===== src/rtl/drbc_pkg.sv =====
// Types, codes and fixed widths of the discovery retry and backoff controller.
package drbc_pkg;

  localparam int CMD_W      = 2;
  localparam int NOW_W      = 32;
  localparam int TTL_W      = 22;
  localparam int RND_W      = 8;
  localparam int TPS_W      = 17;
  localparam int SEC_W      = 8;
  localparam int MULT_W     = 10;
  localparam int PHASE_W    = 2;
  localparam int SCHED_W    = 2;
  localparam int WAIT_W     = 31;
  localparam int CFG_IDX_W  = 2;
  localparam int CFG_DATA_W = 17;

  // serial multiplier: ttl x tps is the widest product
  localparam int MUL_A_W = TTL_W;
  localparam int MUL_B_W = TPS_W;
  localparam int PROD_W  = MUL_A_W + MUL_B_W;

  // 800/1000 reduces to 4/5: two extra low bits, then divide by five
  localparam int DIV_PRE   = 2;
  localparam int DIV_W     = PROD_W + DIV_PRE;
  localparam int DIVISOR   = 5;
  localparam int DIV_REM_W = 3;

  // growth factor is in 1/256 units
  localparam int BACKOFF_SHIFT = 8;

  localparam logic [CMD_W-1:0] CMD_POLL  = 2'd0;
  localparam logic [CMD_W-1:0] CMD_RESP  = 2'd1;
  localparam logic [CMD_W-1:0] CMD_RESET = 2'd2;

  localparam logic [PHASE_W-1:0] PH_IDLE  = 2'd0;
  localparam logic [PHASE_W-1:0] PH_WAIT  = 2'd1;
  localparam logic [PHASE_W-1:0] PH_RETRY = 2'd2;

  localparam logic [SCHED_W-1:0] SCH_NOW  = 2'd0;
  localparam logic [SCHED_W-1:0] SCH_POLL = 2'd1;
  localparam logic [SCHED_W-1:0] SCH_WAIT = 2'd2;

  localparam logic [CFG_IDX_W-1:0] CFG_TPS  = 2'd0;
  localparam logic [CFG_IDX_W-1:0] CFG_INIT = 2'd1;
  localparam logic [CFG_IDX_W-1:0] CFG_MAX  = 2'd2;
  localparam logic [CFG_IDX_W-1:0] CFG_MULT = 2'd3;

  localparam logic [TPS_W-1:0]  TPS_RST  = 17'd1000;
  localparam logic [SEC_W-1:0]  INIT_RST = 8'd8;
  localparam logic [SEC_W-1:0]  MAX_RST  = 8'd150;
  localparam logic [MULT_W-1:0] MULT_RST = 10'd352;

  localparam logic [WAIT_W-1:0] WAIT_MAX = '1;

  typedef struct packed {
    logic               start;
    logic [MUL_A_W-1:0] a;
    logic [MUL_B_W-1:0] b;
  } mul_req_t;

  typedef struct packed {
    logic              done;
    logic [PROD_W-1:0] prod;
  } mul_rsp_t;

endpackage


===== src/rtl/discovery_retry_backoff_controller.sv =====
// Top level of the discovery retry and backoff controller.
// One event is handled at a time. Polls outside retry, responses that fail
// and reset events reach the output register through the evaluate and done
// states; a retry poll adds one pass of the serial multiplier for
// backoff x tick rate, and a second pass for the growth step once the wait
// has run out; a good response takes a multiplier pass for TTL x tick rate
// and a bit-serial divide by five before the deadline is set. The
// next beat is taken as soon as the result sits in the output register,
// whether or not it has been collected.
module discovery_retry_backoff_controller #(
  parameter int TIME_BITS = 32
) (
  input  logic                            clk,
  input  logic                            rst,
  input  logic                            cfg_valid,
  output logic                            cfg_ready,
  input  logic [drbc_pkg::CFG_IDX_W-1:0]  cfg_index,
  input  logic [drbc_pkg::CFG_DATA_W-1:0] cfg_data,
  input  logic                            in_valid,
  output logic                            in_ready,
  input  logic [drbc_pkg::CMD_W-1:0]      cmd,
  input  logic [drbc_pkg::NOW_W-1:0]      now_ticks,
  input  logic                            browse_ok,
  input  logic                            resp_ok,
  input  logic [drbc_pkg::TTL_W-1:0]      ttl_s,
  input  logic [drbc_pkg::RND_W-1:0]      random_byte,
  output logic                            out_valid,
  input  logic                            out_ready,
  output logic [drbc_pkg::PHASE_W-1:0]    phase,
  output logic                            data_valid,
  output logic                            browse_issued,
  output logic [drbc_pkg::SCHED_W-1:0]    schedule,
  output logic [drbc_pkg::WAIT_W-1:0]     wait_ticks,
  output logic                            need_random
);

  localparam int DCNT_W = $clog2(drbc_pkg::DIV_W + 1);
  localparam int CMP_W  = (drbc_pkg::DIV_W > TIME_BITS) ? drbc_pkg::DIV_W : TIME_BITS;
  localparam logic [TIME_BITS-1:0] OFF_LIM = {1'b0, {(TIME_BITS-1){1'b1}}};

  typedef enum logic [7:0] {
    S_IDLE = 8'b0000_0001,
    S_EVAL = 8'b0000_0010,
    S_BT   = 8'b0000_0100,
    S_NXT  = 8'b0000_1000,
    S_PROD = 8'b0001_0000,
    S_DIV  = 8'b0010_0000,
    S_DEAD = 8'b0100_0000,
    S_DONE = 8'b1000_0000
  } state_t;

  function automatic logic tpos(input logic [TIME_BITS-1:0] d);
    tpos = (d != '0) && !d[TIME_BITS-1];
  endfunction

  state_t state, state_next;

  logic [drbc_pkg::TPS_W-1:0]  tps;
  logic [drbc_pkg::SEC_W-1:0]  init_s;
  logic [drbc_pkg::SEC_W-1:0]  max_s;
  logic [drbc_pkg::MULT_W-1:0] mult;

  logic [drbc_pkg::PHASE_W-1:0] phase_reg, phase_reg_next;
  logic [drbc_pkg::SEC_W-1:0]   backoff, backoff_next;
  logic [TIME_BITS-1:0]         deadline, deadline_next;
  logic [TIME_BITS-1:0]         last_done, last_done_next;

  logic [drbc_pkg::CMD_W-1:0] cmd_q;
  logic [TIME_BITS-1:0]       now_q;
  logic                       bok_q;
  logic                       rok_q;
  logic [drbc_pkg::TTL_W-1:0] ttl_q;
  logic [drbc_pkg::RND_W-1:0] rnd_q;

  logic                         res_issued, res_issued_next;
  logic [drbc_pkg::SCHED_W-1:0] res_sched, res_sched_next;
  logic [drbc_pkg::WAIT_W-1:0]  res_wait, res_wait_next;
  logic                         res_needr, res_needr_next;

  logic [drbc_pkg::DIV_W-1:0]     div_sh;
  logic [drbc_pkg::DIV_REM_W-1:0] div_rem;
  logic [drbc_pkg::DIV_W-1:0]     quo;
  logic [DCNT_W-1:0]              div_cnt;
  logic [drbc_pkg::DIV_REM_W:0]   div_part;
  logic                           div_ge;
  logic [drbc_pkg::DIV_REM_W:0]   div_left;

  drbc_pkg::mul_req_t mreq;
  drbc_pkg::mul_rsp_t mrsp;

  logic [TIME_BITS-1:0]         rem;
  logic [63:0]                  rem_wide;
  logic [drbc_pkg::MULT_W-1:0]  nxt;
  logic [TIME_BITS-1:0]         off;
  logic                         load_out;

  drbc_serial_mul u_mul (
    .clk (clk),
    .rst (rst),
    .req (mreq),
    .rsp (mrsp)
  );

  assign cfg_ready = 1'b1;
  assign in_ready  = (state == S_IDLE);

  always_comb begin
    div_part = {div_rem, div_sh[drbc_pkg::DIV_W-1]};
    div_ge   = div_part >= (drbc_pkg::DIV_REM_W+1)'(drbc_pkg::DIVISOR);
    div_left = div_ge ? div_part - (drbc_pkg::DIV_REM_W+1)'(drbc_pkg::DIVISOR) : div_part;
  end

  always_comb begin
    rem      = last_done + TIME_BITS'(mrsp.prod) - now_q;
    rem_wide = 64'(rem);
    nxt      = mrsp.prod[drbc_pkg::MULT_W+drbc_pkg::BACKOFF_SHIFT-1:drbc_pkg::BACKOFF_SHIFT];
    off      = (CMP_W'(quo) > CMP_W'(OFF_LIM)) ? OFF_LIM : TIME_BITS'(quo);
  end

  always_comb begin
    state_next      = state;
    phase_reg_next  = phase_reg;
    backoff_next    = backoff;
    deadline_next   = deadline;
    last_done_next  = last_done;
    res_issued_next = res_issued;
    res_sched_next  = res_sched;
    res_wait_next   = res_wait;
    res_needr_next  = res_needr;
    mreq.start      = 1'b0;
    mreq.a          = '0;
    mreq.b          = '0;
    load_out        = 1'b0;
    unique case (state)
      S_IDLE: begin
        if (in_valid) begin
          state_next = S_EVAL;
        end
      end
      S_EVAL: begin
        res_issued_next = 1'b0;
        res_sched_next  = drbc_pkg::SCH_NOW;
        res_wait_next   = '0;
        res_needr_next  = 1'b0;
        state_next      = S_DONE;
        case (cmd_q)
          drbc_pkg::CMD_POLL: begin
            case (phase_reg)
              drbc_pkg::PH_IDLE: begin
                if (!tpos(deadline - now_q)) begin
                  if (bok_q) begin
                    phase_reg_next  = drbc_pkg::PH_WAIT;
                    res_issued_next = 1'b1;
                  end
                  res_sched_next = drbc_pkg::SCH_POLL;
                end
              end
              drbc_pkg::PH_WAIT: begin
                res_sched_next = drbc_pkg::SCH_POLL;
              end
              default: begin
                mreq.start = 1'b1;
                mreq.a     = drbc_pkg::MUL_A_W'(tps);
                mreq.b     = drbc_pkg::MUL_B_W'(backoff);
                state_next = S_BT;
              end
            endcase
          end
          drbc_pkg::CMD_RESP: begin
            if (phase_reg == drbc_pkg::PH_WAIT) begin
              if (rok_q) begin
                mreq.start = 1'b1;
                mreq.a     = drbc_pkg::MUL_A_W'(ttl_q);
                mreq.b     = drbc_pkg::MUL_B_W'(tps);
                state_next = S_PROD;
              end else begin
                phase_reg_next = drbc_pkg::PH_RETRY;
                last_done_next = now_q;
              end
            end
          end
          drbc_pkg::CMD_RESET: begin
            phase_reg_next = drbc_pkg::PH_IDLE;
            backoff_next   = init_s;
            deadline_next  = now_q;
            last_done_next = now_q;
          end
          default: begin
          end
        endcase
      end
      S_BT: begin
        if (mrsp.done) begin
          if (tpos(rem)) begin
            res_sched_next = drbc_pkg::SCH_WAIT;
            res_wait_next  = (rem_wide > 64'(drbc_pkg::WAIT_MAX)) ? drbc_pkg::WAIT_MAX
                                                                   : rem_wide[drbc_pkg::WAIT_W-1:0];
            state_next     = S_DONE;
          end else begin
            mreq.start = 1'b1;
            mreq.a     = drbc_pkg::MUL_A_W'(mult);
            mreq.b     = drbc_pkg::MUL_B_W'(backoff);
            state_next = S_NXT;
          end
        end
      end
      S_NXT: begin
        if (mrsp.done) begin
          state_next = S_DONE;
          if (nxt <= drbc_pkg::MULT_W'(max_s)) begin
            backoff_next   = nxt[drbc_pkg::SEC_W-1:0];
            phase_reg_next = drbc_pkg::PH_IDLE;
            res_sched_next = drbc_pkg::SCH_POLL;
          end else if (rnd_q >= init_s && rnd_q <= max_s) begin
            backoff_next   = rnd_q;
            phase_reg_next = drbc_pkg::PH_IDLE;
            res_sched_next = drbc_pkg::SCH_POLL;
          end else begin
            res_needr_next = 1'b1;
            res_sched_next = drbc_pkg::SCH_NOW;
          end
        end
      end
      S_PROD: begin
        if (mrsp.done) begin
          state_next = S_DIV;
        end
      end
      S_DIV: begin
        if (div_cnt == DCNT_W'(1)) begin
          state_next = S_DEAD;
        end
      end
      S_DEAD: begin
        deadline_next  = now_q + off;
        phase_reg_next = drbc_pkg::PH_IDLE;
        backoff_next   = init_s;
        last_done_next = now_q;
        state_next     = S_DONE;
      end
      S_DONE: begin
        if (!out_valid || out_ready) begin
          load_out   = 1'b1;
          state_next = S_IDLE;
        end
      end
      default: begin
        state_next = S_IDLE;
      end
    endcase
  end

  always_ff @(posedge clk) begin
    if (rst) begin
      state     <= S_IDLE;
      tps       <= drbc_pkg::TPS_RST;
      init_s    <= drbc_pkg::INIT_RST;
      max_s     <= drbc_pkg::MAX_RST;
      mult      <= drbc_pkg::MULT_RST;
      phase_reg <= drbc_pkg::PH_IDLE;
      backoff   <= drbc_pkg::INIT_RST;
      deadline  <= '0;
      last_done <= '0;
      out_valid <= 1'b0;
    end else begin
      state     <= state_next;
      phase_reg <= phase_reg_next;
      backoff   <= backoff_next;
      deadline  <= deadline_next;
      last_done <= last_done_next;
      if (cfg_valid) begin
        unique case (cfg_index)
          drbc_pkg::CFG_TPS:  tps    <= cfg_data;
          drbc_pkg::CFG_INIT: init_s <= cfg_data[drbc_pkg::SEC_W-1:0];
          drbc_pkg::CFG_MAX:  max_s  <= cfg_data[drbc_pkg::SEC_W-1:0];
          drbc_pkg::CFG_MULT: mult   <= cfg_data[drbc_pkg::MULT_W-1:0];
          default: begin
          end
        endcase
      end
      if (load_out) begin
        out_valid <= 1'b1;
      end else if (out_ready) begin
        out_valid <= 1'b0;
      end
    end
  end

  always_ff @(posedge clk) begin
    if (in_valid && in_ready) begin
      cmd_q <= cmd;
      now_q <= TIME_BITS'(now_ticks);
      bok_q <= browse_ok;
      rok_q <= resp_ok;
      ttl_q <= ttl_s;
      rnd_q <= random_byte;
    end
    res_issued <= res_issued_next;
    res_sched  <= res_sched_next;
    res_wait   <= res_wait_next;
    res_needr  <= res_needr_next;
    if (state == S_PROD && mrsp.done) begin
      div_sh  <= {mrsp.prod, drbc_pkg::DIV_PRE'(0)};
      div_rem <= '0;
      quo     <= '0;
      div_cnt <= DCNT_W'(drbc_pkg::DIV_W);
    end else if (state == S_DIV) begin
      div_sh  <= {div_sh[drbc_pkg::DIV_W-2:0], 1'b0};
      div_rem <= div_left[drbc_pkg::DIV_REM_W-1:0];
      quo     <= {quo[drbc_pkg::DIV_W-2:0], div_ge};
      div_cnt <= div_cnt - DCNT_W'(1);
    end
    if (load_out) begin
      phase         <= phase_reg;
      data_valid    <= (phase_reg == drbc_pkg::PH_IDLE) && tpos(deadline - now_q);
      browse_issued <= res_issued;
      schedule      <= res_sched;
      wait_ticks    <= res_wait;
      need_random   <= res_needr;
    end
  end

endmodule


===== src/rtl/drbc_serial_mul.sv =====
// Shift-add multiplier taking one bit of the second operand per cycle.
module drbc_serial_mul (
  input  logic               clk,
  input  logic               rst,
  input  drbc_pkg::mul_req_t req,
  output drbc_pkg::mul_rsp_t rsp
);

  localparam int CNT_W = $clog2(drbc_pkg::MUL_B_W + 1);

  logic                         busy;
  logic                         done;
  logic [CNT_W-1:0]             cnt;
  logic [drbc_pkg::MUL_A_W-1:0] a_q;
  logic [drbc_pkg::MUL_B_W-1:0] bsh;
  logic [drbc_pkg::PROD_W-1:0]  acc;
  logic [drbc_pkg::PROD_W-1:0]  acc_next;

  always_comb begin
    acc_next = {acc[drbc_pkg::PROD_W-2:0], 1'b0} +
               (bsh[drbc_pkg::MUL_B_W-1] ? drbc_pkg::PROD_W'(a_q) : '0);
  end

  always_ff @(posedge clk) begin
    if (rst) begin
      busy <= 1'b0;
      done <= 1'b0;
      cnt  <= '0;
    end else begin
      done <= busy && (cnt == CNT_W'(1));
      if (req.start) begin
        busy <= 1'b1;
        cnt  <= CNT_W'(drbc_pkg::MUL_B_W);
      end else if (busy) begin
        cnt <= cnt - CNT_W'(1);
        if (cnt == CNT_W'(1)) begin
          busy <= 1'b0;
        end
      end
    end
  end

  always_ff @(posedge clk) begin
    if (req.start) begin
      a_q <= req.a;
      bsh <= req.b;
      acc <= '0;
    end else if (busy) begin
      acc <= acc_next;
      bsh <= {bsh[drbc_pkg::MUL_B_W-2:0], 1'b0};
    end
  end

  always_comb begin
    rsp.done = done;
    rsp.prod = acc;
  end

endmodule


===== config.mk =====
export PLATFORM = sky130hd
export DESIGN_NAME = discovery_retry_backoff_controller
export DESIGN_NICKNAME = d
export VERILOG_FILES = /design/src/rtl/drbc_pkg.sv /design/src/rtl/discovery_retry_backoff_controller.sv /design/src/rtl/drbc_serial_mul.sv
export SDC_FILE = /design/constraint.sdc
export NUM_CORES = 1
export LEC_CHECK = 0
export BUFFER_PORTS_ARGS = -buffer_cell sky130_fd_sc_hd__buf_2
export CAP_MARGIN = 20
export CORE_MARGIN = 10
export CORE_UTILIZATION = 35
export DETAILED_ROUTE_END_ITERATION = 8
export GPL_TIMING_DRIVEN = 0
export HOLD_SLACK_MARGIN = 0.12
export SLEW_MARGIN = 0
export SYNTH_ARGS = -nofsm -noshare
export SYNTH_HDL_FRONTEND = slang
export SYNTH_SLANG_ARGS = --single-unit

===== constraint.sdc =====
create_clock -name clk -period 6.36 [get_ports clk]
set_clock_uncertainty 0.15 [all_clocks]
set_input_delay 0.636 -clock clk [delete_from_list [all_inputs] [get_ports clk]]
set_output_delay 0.636 -clock clk [all_outputs]
set_load 0.03 [all_outputs]

==> results of run 1 <==
-- power breakdown --
part           total [mW]  switching (mW)  internal (mW)
Combinational        1.87            1.20          0.677
Sequential           3.33           0.217           3.11
Clock                2.83            1.23           1.60
-- synthesized netlist by cell type, types with 34 or more instances --
cell      number  area share
dfxtp_1      222        0.18
ha_1         148       0.074
nor2_1       200       0.030
xnor2_1       68       0.024
a21o_1        55       0.016
edfxtp_1     217        0.26
fa_1          34       0.027
nand2_1      440       0.066
xor2_1        39       0.014
o21ai_0      117       0.023
mux2i_1       46       0.018
a21oi_1      184       0.037
nand3_1       77       0.015
inv_1        104       0.016
or2_2         40       0.010
clkbuf_1      98       0.015
o21a_1        41       0.012
-- what timing repair did --
| item | CTS | global route |
|---|---|---|
| gates resized for setup | 0 | 1 |
| hold buffers | 74 | 0 |
| hold endpoints to repair | 76 | 0 |
| setup endpoints to repair | 0 | 17 |
-- cell families after synthesis --
| group | after synthesis | share of synthesized area |
|---|---|---|
| multiplexers | 46 | 0.0184 |
| AO/OA/AOI/OAI | 684 | 0.188 |
| flip-flops | 439 | 0.438 |
| AND/OR/NAND/NOR | 986 | 0.182 |
| XOR/XNOR | 107 | 0.0374 |
| adder cells (fa/ha/maj) | 182 | 0.101 |
| buffers and inverters | 231 | 0.0359 |
| other | 1 | 0.000150 |
-- critical path, stage by stage (launching register included) --
cell and delay, ns:
edfxtp_1 0.55, inv_1 0.20, fa_1 0.54, fa_1 0.48, a21o_1 0.21, a22oi_1 0.44
a211oi_1 0.17, nor3_2 0.34, o221ai_1 0.21, xnor2_1 0.29, nand4_1 0.15, nor3b_2 0.50
a21bo_2 0.41, a21boi_4 0.18, inv_2 0.15, buf_2 0.60
-- path summary, 6_finish.rpt --
| path | startpoint | endpoint | slack [ns] | cells after the start |
|---|---|---|---|---|
| worst max-delay path | now_q[1] | u_mul.a_q[21] | 0.40 | 15 |
| worst min-delay path | cfg_data[1] | mult[1] | 0.16 | 3 |
| worst min register to register | res_wait[20] | wait_ticks[20] | 0.27 | 0 |
| worst max register to register | now_q[1] | u_mul.a_q[21] | 0.40 | 15 |
-- through the flow --
stage                     instance area [µm²]  instances  hold slack [ns]
final                                   29300       3921            0.157
after global routing                    29300       3921            0.148
after CTS                               29300       3921            0.122
after detailed placement                27000       3757            0.255
after global placement                  26900       3753            0.254
after floorplan                         25000       2676            0.250
-- final cells by class --
| cell class | count | area [µm²] | share of cell area |
|---|---|---|---|
| flip-flops and latches | 439 | 11000 | 0.374 |
| repair buffers | 205 | 1440 | 0.0493 |
| clock buffers | 66 | 1390 | 0.0475 |
| inverters | 109 | 409 | 0.0140 |
| multi-input cells | 2006 | 13200 | 0.451 |
| plain buffers | 122 | 489 | 0.0167 |
| well taps | 950 | 1190 | 0.0406 |
| clock inverters | 24 | 218 | 0.00743 |
-- routing by layer --
layer / up-vias / global-route usage / wire (µm)
li1: 10200 / - / -
met1: 9686 / 0.252 / 35500
met2: 649 / 0.267 / 32500
met3: 132 / 0.0334 / 5650
met4: 0 / 0.0628 / 2580
met5: - / 0 / 0
==> impl_metrics.tcl, run 1 <==
set metrics [dict create \
    status "finished, final reports clean" \
    slew_violations 0 \
    clk_pin_slew_ns 0.06 \
    worst_slack_ns 0.402 \
    syn_nets 2948 \
    port_buffers 127 \
    fin_nets 3203 \
    synth_cell_types 92 \
    area_growth_pct 17.1 \
    required_ns 6.44 \
    hold_viol 0 \
    fillCellCount 7053 \
    cp-end-kind "register" \
    dr.pass1.iters 6 \
    setup_viol 0 \
    routed_wl_um 76200 \
    cts_made_buffers 48 \
    num_rows 98 \
    ys_ff_latch 439 \
    period_needed_ns 5.96 \
    cp_max_fo 31 \
    grt.total_usage 0.178 \
    cp-start-kind "register" \
    postLayoutCoreUtil 0.411 \
    synth_edf_count 217 \
    dieWidth_um 287 \
    gr-total-overflow 0 \
    finalCritPeriodShare 0.937 \
    ant_nets 0 \
    drcViolationCount 0 \
    final_common_cell "nand2_1" \
    drt_iter0_drc 1797 \
    synth_ff_type "dfxtp_1" \
    rsz0062_at_grt "no" \
    start_util 0.351 \
    cp.arrival_ns 6.03 \
    min_path_type "primary input to register" \
    most-common-layout-cells "nand2_1, dfxtp_1, edfxtp_1" \
    hpwl_um 58700 \
    max_cap_viol_count 0 \
    pin_count 131 \
    drive_above_1_share 0.108 \
    p_leak_nw 11.8 \
    clock-sinks 439 \
    cts.path.max_buffers 3 \
    dieArea_um2 82600 \
    vdd.ir_drop.worst_v 0.000200 \
    largest_reg_flops 41 \
    postCtsSetupBuffers 0 \
    clock_latency_ns 0.61 \
    syn_avg_cell_area_um2 9.36 \
    grt_max_degree 40 \
    relSlewSlack 0.330 \
    netlist_area_um2 25000 \
    finalPower_mw 8.03 \
    cts-htree-levels 2 \
    fmax_mhz 168 \
    routedWlPerCell_um 19.4 \
    pre_cts_ws_ns 0.379 \
    ys_warn_count 0 \
    setup_tns_ns 0 \
    reg_top3 "quo x41, div_sh x39, u_mul.acc x39" \
    vias_per_cell 5.27 \
    core-area_um2 71200 \
    root_buffer "clkbuf_16" \
    async_reset_ff_frac 0 \
    tightest_slew_ns 1.00 \
    tritoncts "done" \
    dr_total_vias 20700 \
    antennaDiodeCount 0 \
    antenna_found_initial 2 \
    grt_pass1_vias 19500 \
    postSynthCellCount 2676 \
    dieHeight_um 287 \
    gp_congestion 0.907 \
    seq_area_frac_synth 0.438 \
    critPathKind "register to register" \
    cellPowerDensity_nw_per_um2 274 \
    largest_register "quo" \
    grt_pass1_wl_um 115000 \
]
Note: power is estimated with default switching activity, not from simulation.
==> run 2: changes to the inputs <==
--- a/config.mk
+++ b/config.mk
@@ -12,6 +12,7 @@
 export DETAILED_ROUTE_END_ITERATION = 8
 export GPL_TIMING_DRIVEN = 0
 export HOLD_SLACK_MARGIN = 0.12
+export PLACE_DENSITY_LB_ADDON = 0.12
 export SLEW_MARGIN = 0
 export SYNTH_ARGS = -nofsm -noshare
 export SYNTH_HDL_FRONTEND = slang
==> constraint.sdc (replaced) <==
create_clock -name clk -period 6.36 [get_ports clk]
set_clock_uncertainty 0.15 [all_clocks]
set_input_delay 0.318 -clock clk [delete_from_list [all_inputs] [get_ports clk]]
set_output_delay 0.318 -clock clk [all_outputs]
set_load 0.03 [all_outputs]
==> impl_metrics.tcl, run 2 (same netlist as run 1, synthesis figures left out) <==
set metrics [dict create \
    grt.total_usage 0.196 \
    hold_viol 0 \
    reg2reg_from "now_q[1]" \
    relSlewSlack 0.320 \
    area_growth_pct 18.8 \
    r2r_slack_ns 0.20 \
    required_ns 6.46 \
    gp_congestion 0.886 \
    cp-start-kind "register" \
    pin_count 131 \
    setup_tns_ns 0 \
    r2r-end "u_mul.bsh[1]" \
    grt_pass1_vias 20200 \
    gr-total-overflow 0 \
    cts.repair.resized 0 \
    port_buffers 127 \
    slew_violations 0 \
    dr.pass1.iters 7 \
    tritoncts "done" \
    cts.path.max_buffers 3 \
    clock-sinks 439 \
    drt_iter0_drc 1660 \
    drcViolationCount 0 \
    placed_area_um2 27000 \
    cp_max_fo 17 \
    fin_area_um2 29700 \
    vdd.ir_drop.worst_v 0.000193 \
    cts-htree-levels 2 \
    largest_register "quo" \
    endpoint "u_mul.bsh[1]" \
    vias_per_cell 5.33 \
    reg_top3 "quo x41, div_sh x39, u_mul.acc x39" \
    dr_total_vias 21100 \
    num_rows 98 \
    worstSetupStartpoint "now_q[1]" \
    hpwl_um 64700 \
    antenna_found_initial 1 \
    finalPower_mw 8.42 \
    ant_nets 0 \
    routed_wl_um 83000 \
    finalCritPeriodShare 0.969 \
    status "finished, final reports clean" \
    cts_made_buffers 51 \
    rsz0062_at_grt "no" \
    grt_pass1_wl_um 124000 \
    start_util 0.351 \
    dieWidth_um 287 \
    worst_slack_ns 0.197 \
    grt_max_degree 67 \
    cp.arrival_ns 6.27 \
    fmax_mhz 162 \
    cp-end-kind "register" \
    final_common_cell "nand2_1" \
    period_needed_ns 6.16 \
    critPathKind "register to register" \
    dieArea_um2 82600 \
    drive_above_1_share 0.109 \
    setup_viol 0 \
    clock_latency_ns 0.63 \
    most-common-layout-cells "nand2_1, dfxtp_1, edfxtp_1" \
    tightest_slew_ns 1.02 \
    core-area_um2 71200 \
    root_buffer "clkbuf_16" \
    largest_reg_flops 41 \
    dieHeight_um 287 \
    pre_cts_ws_ns 0.248 \
    fin_nets 3225 \
    worst_r2r_path_depth 15 \
    clk_pin_slew_ns 0.06 \
    routedWlPerCell_um 21.0 \
    max_cap_viol_count 0 \
    p_leak_nw 12.0 \
    cellPowerDensity_nw_per_um2 283 \
    min_path_type "primary input to register" \
]
run 2: worst min-delay path by stage:
stage | start | to | slack [ns] | cells after the start
after global placement | res_wait[16] | wait_ticks[16] | 0.26 | 0
after global routing | now_ticks[12] | now_q[12] | 0.24 | 2
after floorplan | res_issued | browse_issued | 0.25 | 0
after CTS | in_valid | state[1] | 0.14 | 3
after detailed placement | res_sched[1] | schedule[1] | 0.25 | 0
final | in_valid | state[1] | 0.22 | 3
run 2: per-layer routing:
metal / track usage / routed length, µm / vias up
met5: 0 / 0 / -
met2: 0.302 / 36800 / 565
met3: 0.0302 / 4300 / 125
li1: - / - / 10200
met1: 0.271 / 39200 / 10100
met4: 0.0762 / 2810 / 0
run 2: area by class of cell:
type / instances / area, µm²
clock inverters: 31 / 452
fillers: 6957 / 41500
repair buffers: 224 / 1630
well taps: 950 / 1190
diodes: 1 / 2.50
flip-flops and latches: 439 / 11000
multi-input cells: 2006 / 13200
clock buffers: 65 / 1390
inverters: 109 / 409
plain buffers: 122 / 489
run 2: through the flow:
stage / utilization / hold WS, ns / instances
2_1_floorplan: - / 0.250 / 2676
3_3_place_gp: 0.377 / 0.257 / 3753
3_5_place_dp: 0.378 / 0.255 / 3757
4_1_cts: 0.417 / 0.143 / 3946
5_1_grt: 0.417 / 0.239 / 3946
6_report: 0.417 / 0.224 / 3947
run 2: worst max-delay path, cell delays in order (launching register included):
cell      delay (ns)
edfxtp_1        0.64
inv_1           0.22
fa_1            0.56
ha_1            0.33
a211oi_2        0.10
o21ai_1         0.40
o311ai_1        0.14
a311oi_1        0.63
nand3_1         0.15
a311oi_1        0.29
nand4_1         0.22
nor3b_2         0.55
a21bo_2         0.40
a21boi_4        0.16
buf_4           0.22
nand2_1         0.61
run 2: what timing repair did:
item | 4_1_cts | 5_1_grt
buffers inserted | 0 | 0
hold buffers | 93 | 0
setup endpoints to repair | 0 | 0
endpoints found under the hold margin | 111 | 0
run 2: report_power, final:
part	internal (mW)	switching, mW
sequential	3.12	0.239
clock	1.92	1.26
combinational	0.671	1.21
total	5.71	2.71
==> run 3: changes to the inputs <==
==> constraint.sdc (replaced) <==
create_clock -name clk -period 5.85 [get_ports clk]
set_clock_uncertainty 0.15 [all_clocks]
set_input_delay 0.2925 -clock clk [delete_from_list [all_inputs] [get_ports clk]]
set_output_delay 0.2925 -clock clk [all_outputs]
set_load 0.03 [all_outputs]
==> impl_metrics.tcl, run 3 (same netlist as run 1, synthesis figures left out) <==
set metrics [dict create \
    finalPower_mw 9.16 \
    grt_pass1_vias 20200 \
    clock_latency_ns 0.63 \
    placed_area_um2 27000 \
    num_rows 98 \
    cp_max_fo 17 \
    fin_nets 3228 \
    cts_made_buffers 51 \
    dieArea_um2 82600 \
    core-area_um2 71200 \
    clock-sinks 439 \
    gp_congestion 0.886 \
    finalCritPeriodShare 0.964 \
    cts-htree-levels 2 \
    hpwl_um 64700 \
    antenna_found_initial 1 \
    p_leak_nw 12.0 \
    final_common_cell "nand2_1" \
    tritoncts "done" \
    fillCellCount 6958 \
    setup_viol 0 \
    cp-end-kind "register" \
    dr.pass1.iters 6 \
    min_path_type "primary input to register" \
    drcViolationCount 0 \
    fin_area_um2 29800 \
    root_buffer "clkbuf_16" \
    vias_per_cell 5.34 \
    fmax_mhz 177 \
    area_growth_pct 18.9 \
    routed_wl_um 82900 \
    largest_register "quo" \
    status "finished, final reports clean" \
    pin_count 131 \
    tightest_slew_ns 1.02 \
    clk_pin_slew_ns 0.06 \
    routedWlPerCell_um 21.0 \
    vdd.ir_drop.worst_v 0.000209 \
    grt.total_usage 0.196 \
    drt_iter0_drc 1556 \
    hold_viol 0 \
    relSlewSlack 0.316 \
    cp-start-kind "register" \
    period_needed_ns 5.64 \
    port_buffers 127 \
    slew_violations 0 \
    stdcell_count 3950 \
    cts.path.max_buffers 3 \
    critPathKind "register to register" \
    dieWidth_um 287 \
    drive_above_1_share 0.111 \
    ant_nets 0 \
    multi_input_area_um2 13200 \
    max_cap_viol_count 0 \
    dr_total_vias 21100 \
    dieHeight_um 287 \
    grt_pass1_wl_um 124000 \
    regArea_um2 11000 \
    reg_top3 "quo x41, div_sh x39, u_mul.acc x39" \
    cellPowerDensity_nw_per_um2 308 \
    most-common-layout-cells "nand2_1, dfxtp_1, edfxtp_1" \
    required_ns 5.97 \
    gr-total-overflow 0 \
    start_util 0.351 \
    rsz0062_at_grt "no" \
    grt_max_degree 67 \
    largest_reg_flops 41 \
    placed_cells 3757 \
    cp.arrival_ns 5.76 \
]
-- run 3: changes by cell type in the layout (fill, tap and decap cells not counted), sizes merged --
cell / change
buf: +2
dlygate4sd3: +1
-- run 3: cell type report --
cell class | instances | area share
Tap cell | 950 | 0.0399
Sequential cell | 439 | 0.368
Antenna cell | 1 | 0.0000840
Multi-Input combinational cell | 2006 | 0.444
Clock buffer | 65 | 0.0466
Buffer | 122 | 0.0165
Inverter | 109 | 0.0137
Clock inverter | 31 | 0.0152
Timing Repair Buffer | 227 | 0.0557
-- run 3: worst paths after layout --
| path | endpoint | start | cells past startpoint | slack, ns |
|---|---|---|---|---|
| setup / recovery | u_mul.bsh[0] | now_q[1] | 15 | 0.21 |
| hold / removal | rnd_q[4] | random_byte[4] | 2 | 0.22 |
| setup reg to reg | u_mul.bsh[0] | now_q[1] | 15 | 0.21 |
| hold reg to reg | wait_ticks[2] | res_wait[2] | 0 | 0.26 |
-- run 3: metrics by stage --
stage | hold WS, ns | utilization | setup WS (ns) | setup TNS, ns
2_1_floorplan | 0.241 | - | 0.498 | 0
3_3_place_gp | 0.257 | 0.377 | -1.37 | -46.53
3_5_place_dp | 0.255 | 0.378 | -0.262 | -10.07
4_1_cts | 0.175 | 0.417 | 0.00836 | 0
5_1_grt | 0.213 | 0.418 | 0.0178 | 0
6_report | 0.222 | 0.418 | 0.209 | 0
-- run 3: report_power, final --
group          total (mW)  switching, mW  internal (mW)
logic                2.05           1.32          0.736
registers            3.65          0.258           3.39
clock network        3.46           1.37           2.09
total                9.16           2.94           6.22
-- run 3: worst max-delay path: stages (launching register included) --
cell and delay (ns):
edfxtp_1 0.55, inv_1 0.21, fa_1 0.55, fa_1 0.47
a21o_1 0.21, a221oi_2 0.33, o21ai_1 0.18, a221oi_2 0.29
xnor2_1 0.17, nor4_1 0.29, nand4_1 0.26, nor3b_4 0.46
a21bo_2 0.38, a21boi_4 0.17, buf_4 0.22, nand2_2 0.36
-- run 3: routing by layer --
metal | global-route usage | wire length [µm] | vias up
li1 | - | - | 10200
met1 | 0.271 | 38600 | 10100
met2 | 0.302 | 36700 | 593
met3 | 0.0302 | 4750 | 123
met4 | 0.0762 | 2840 | 0
met5 | 0 | 0 | -
-- run 3: timing repair --
item,in CTS,in global routing
endpoints found under the hold margin,112,0
hold buffers,94,0
cloned,0,0
setup buffers,0,2
endpoints found under the setup margin,48,61
gates resized for setup,2,4
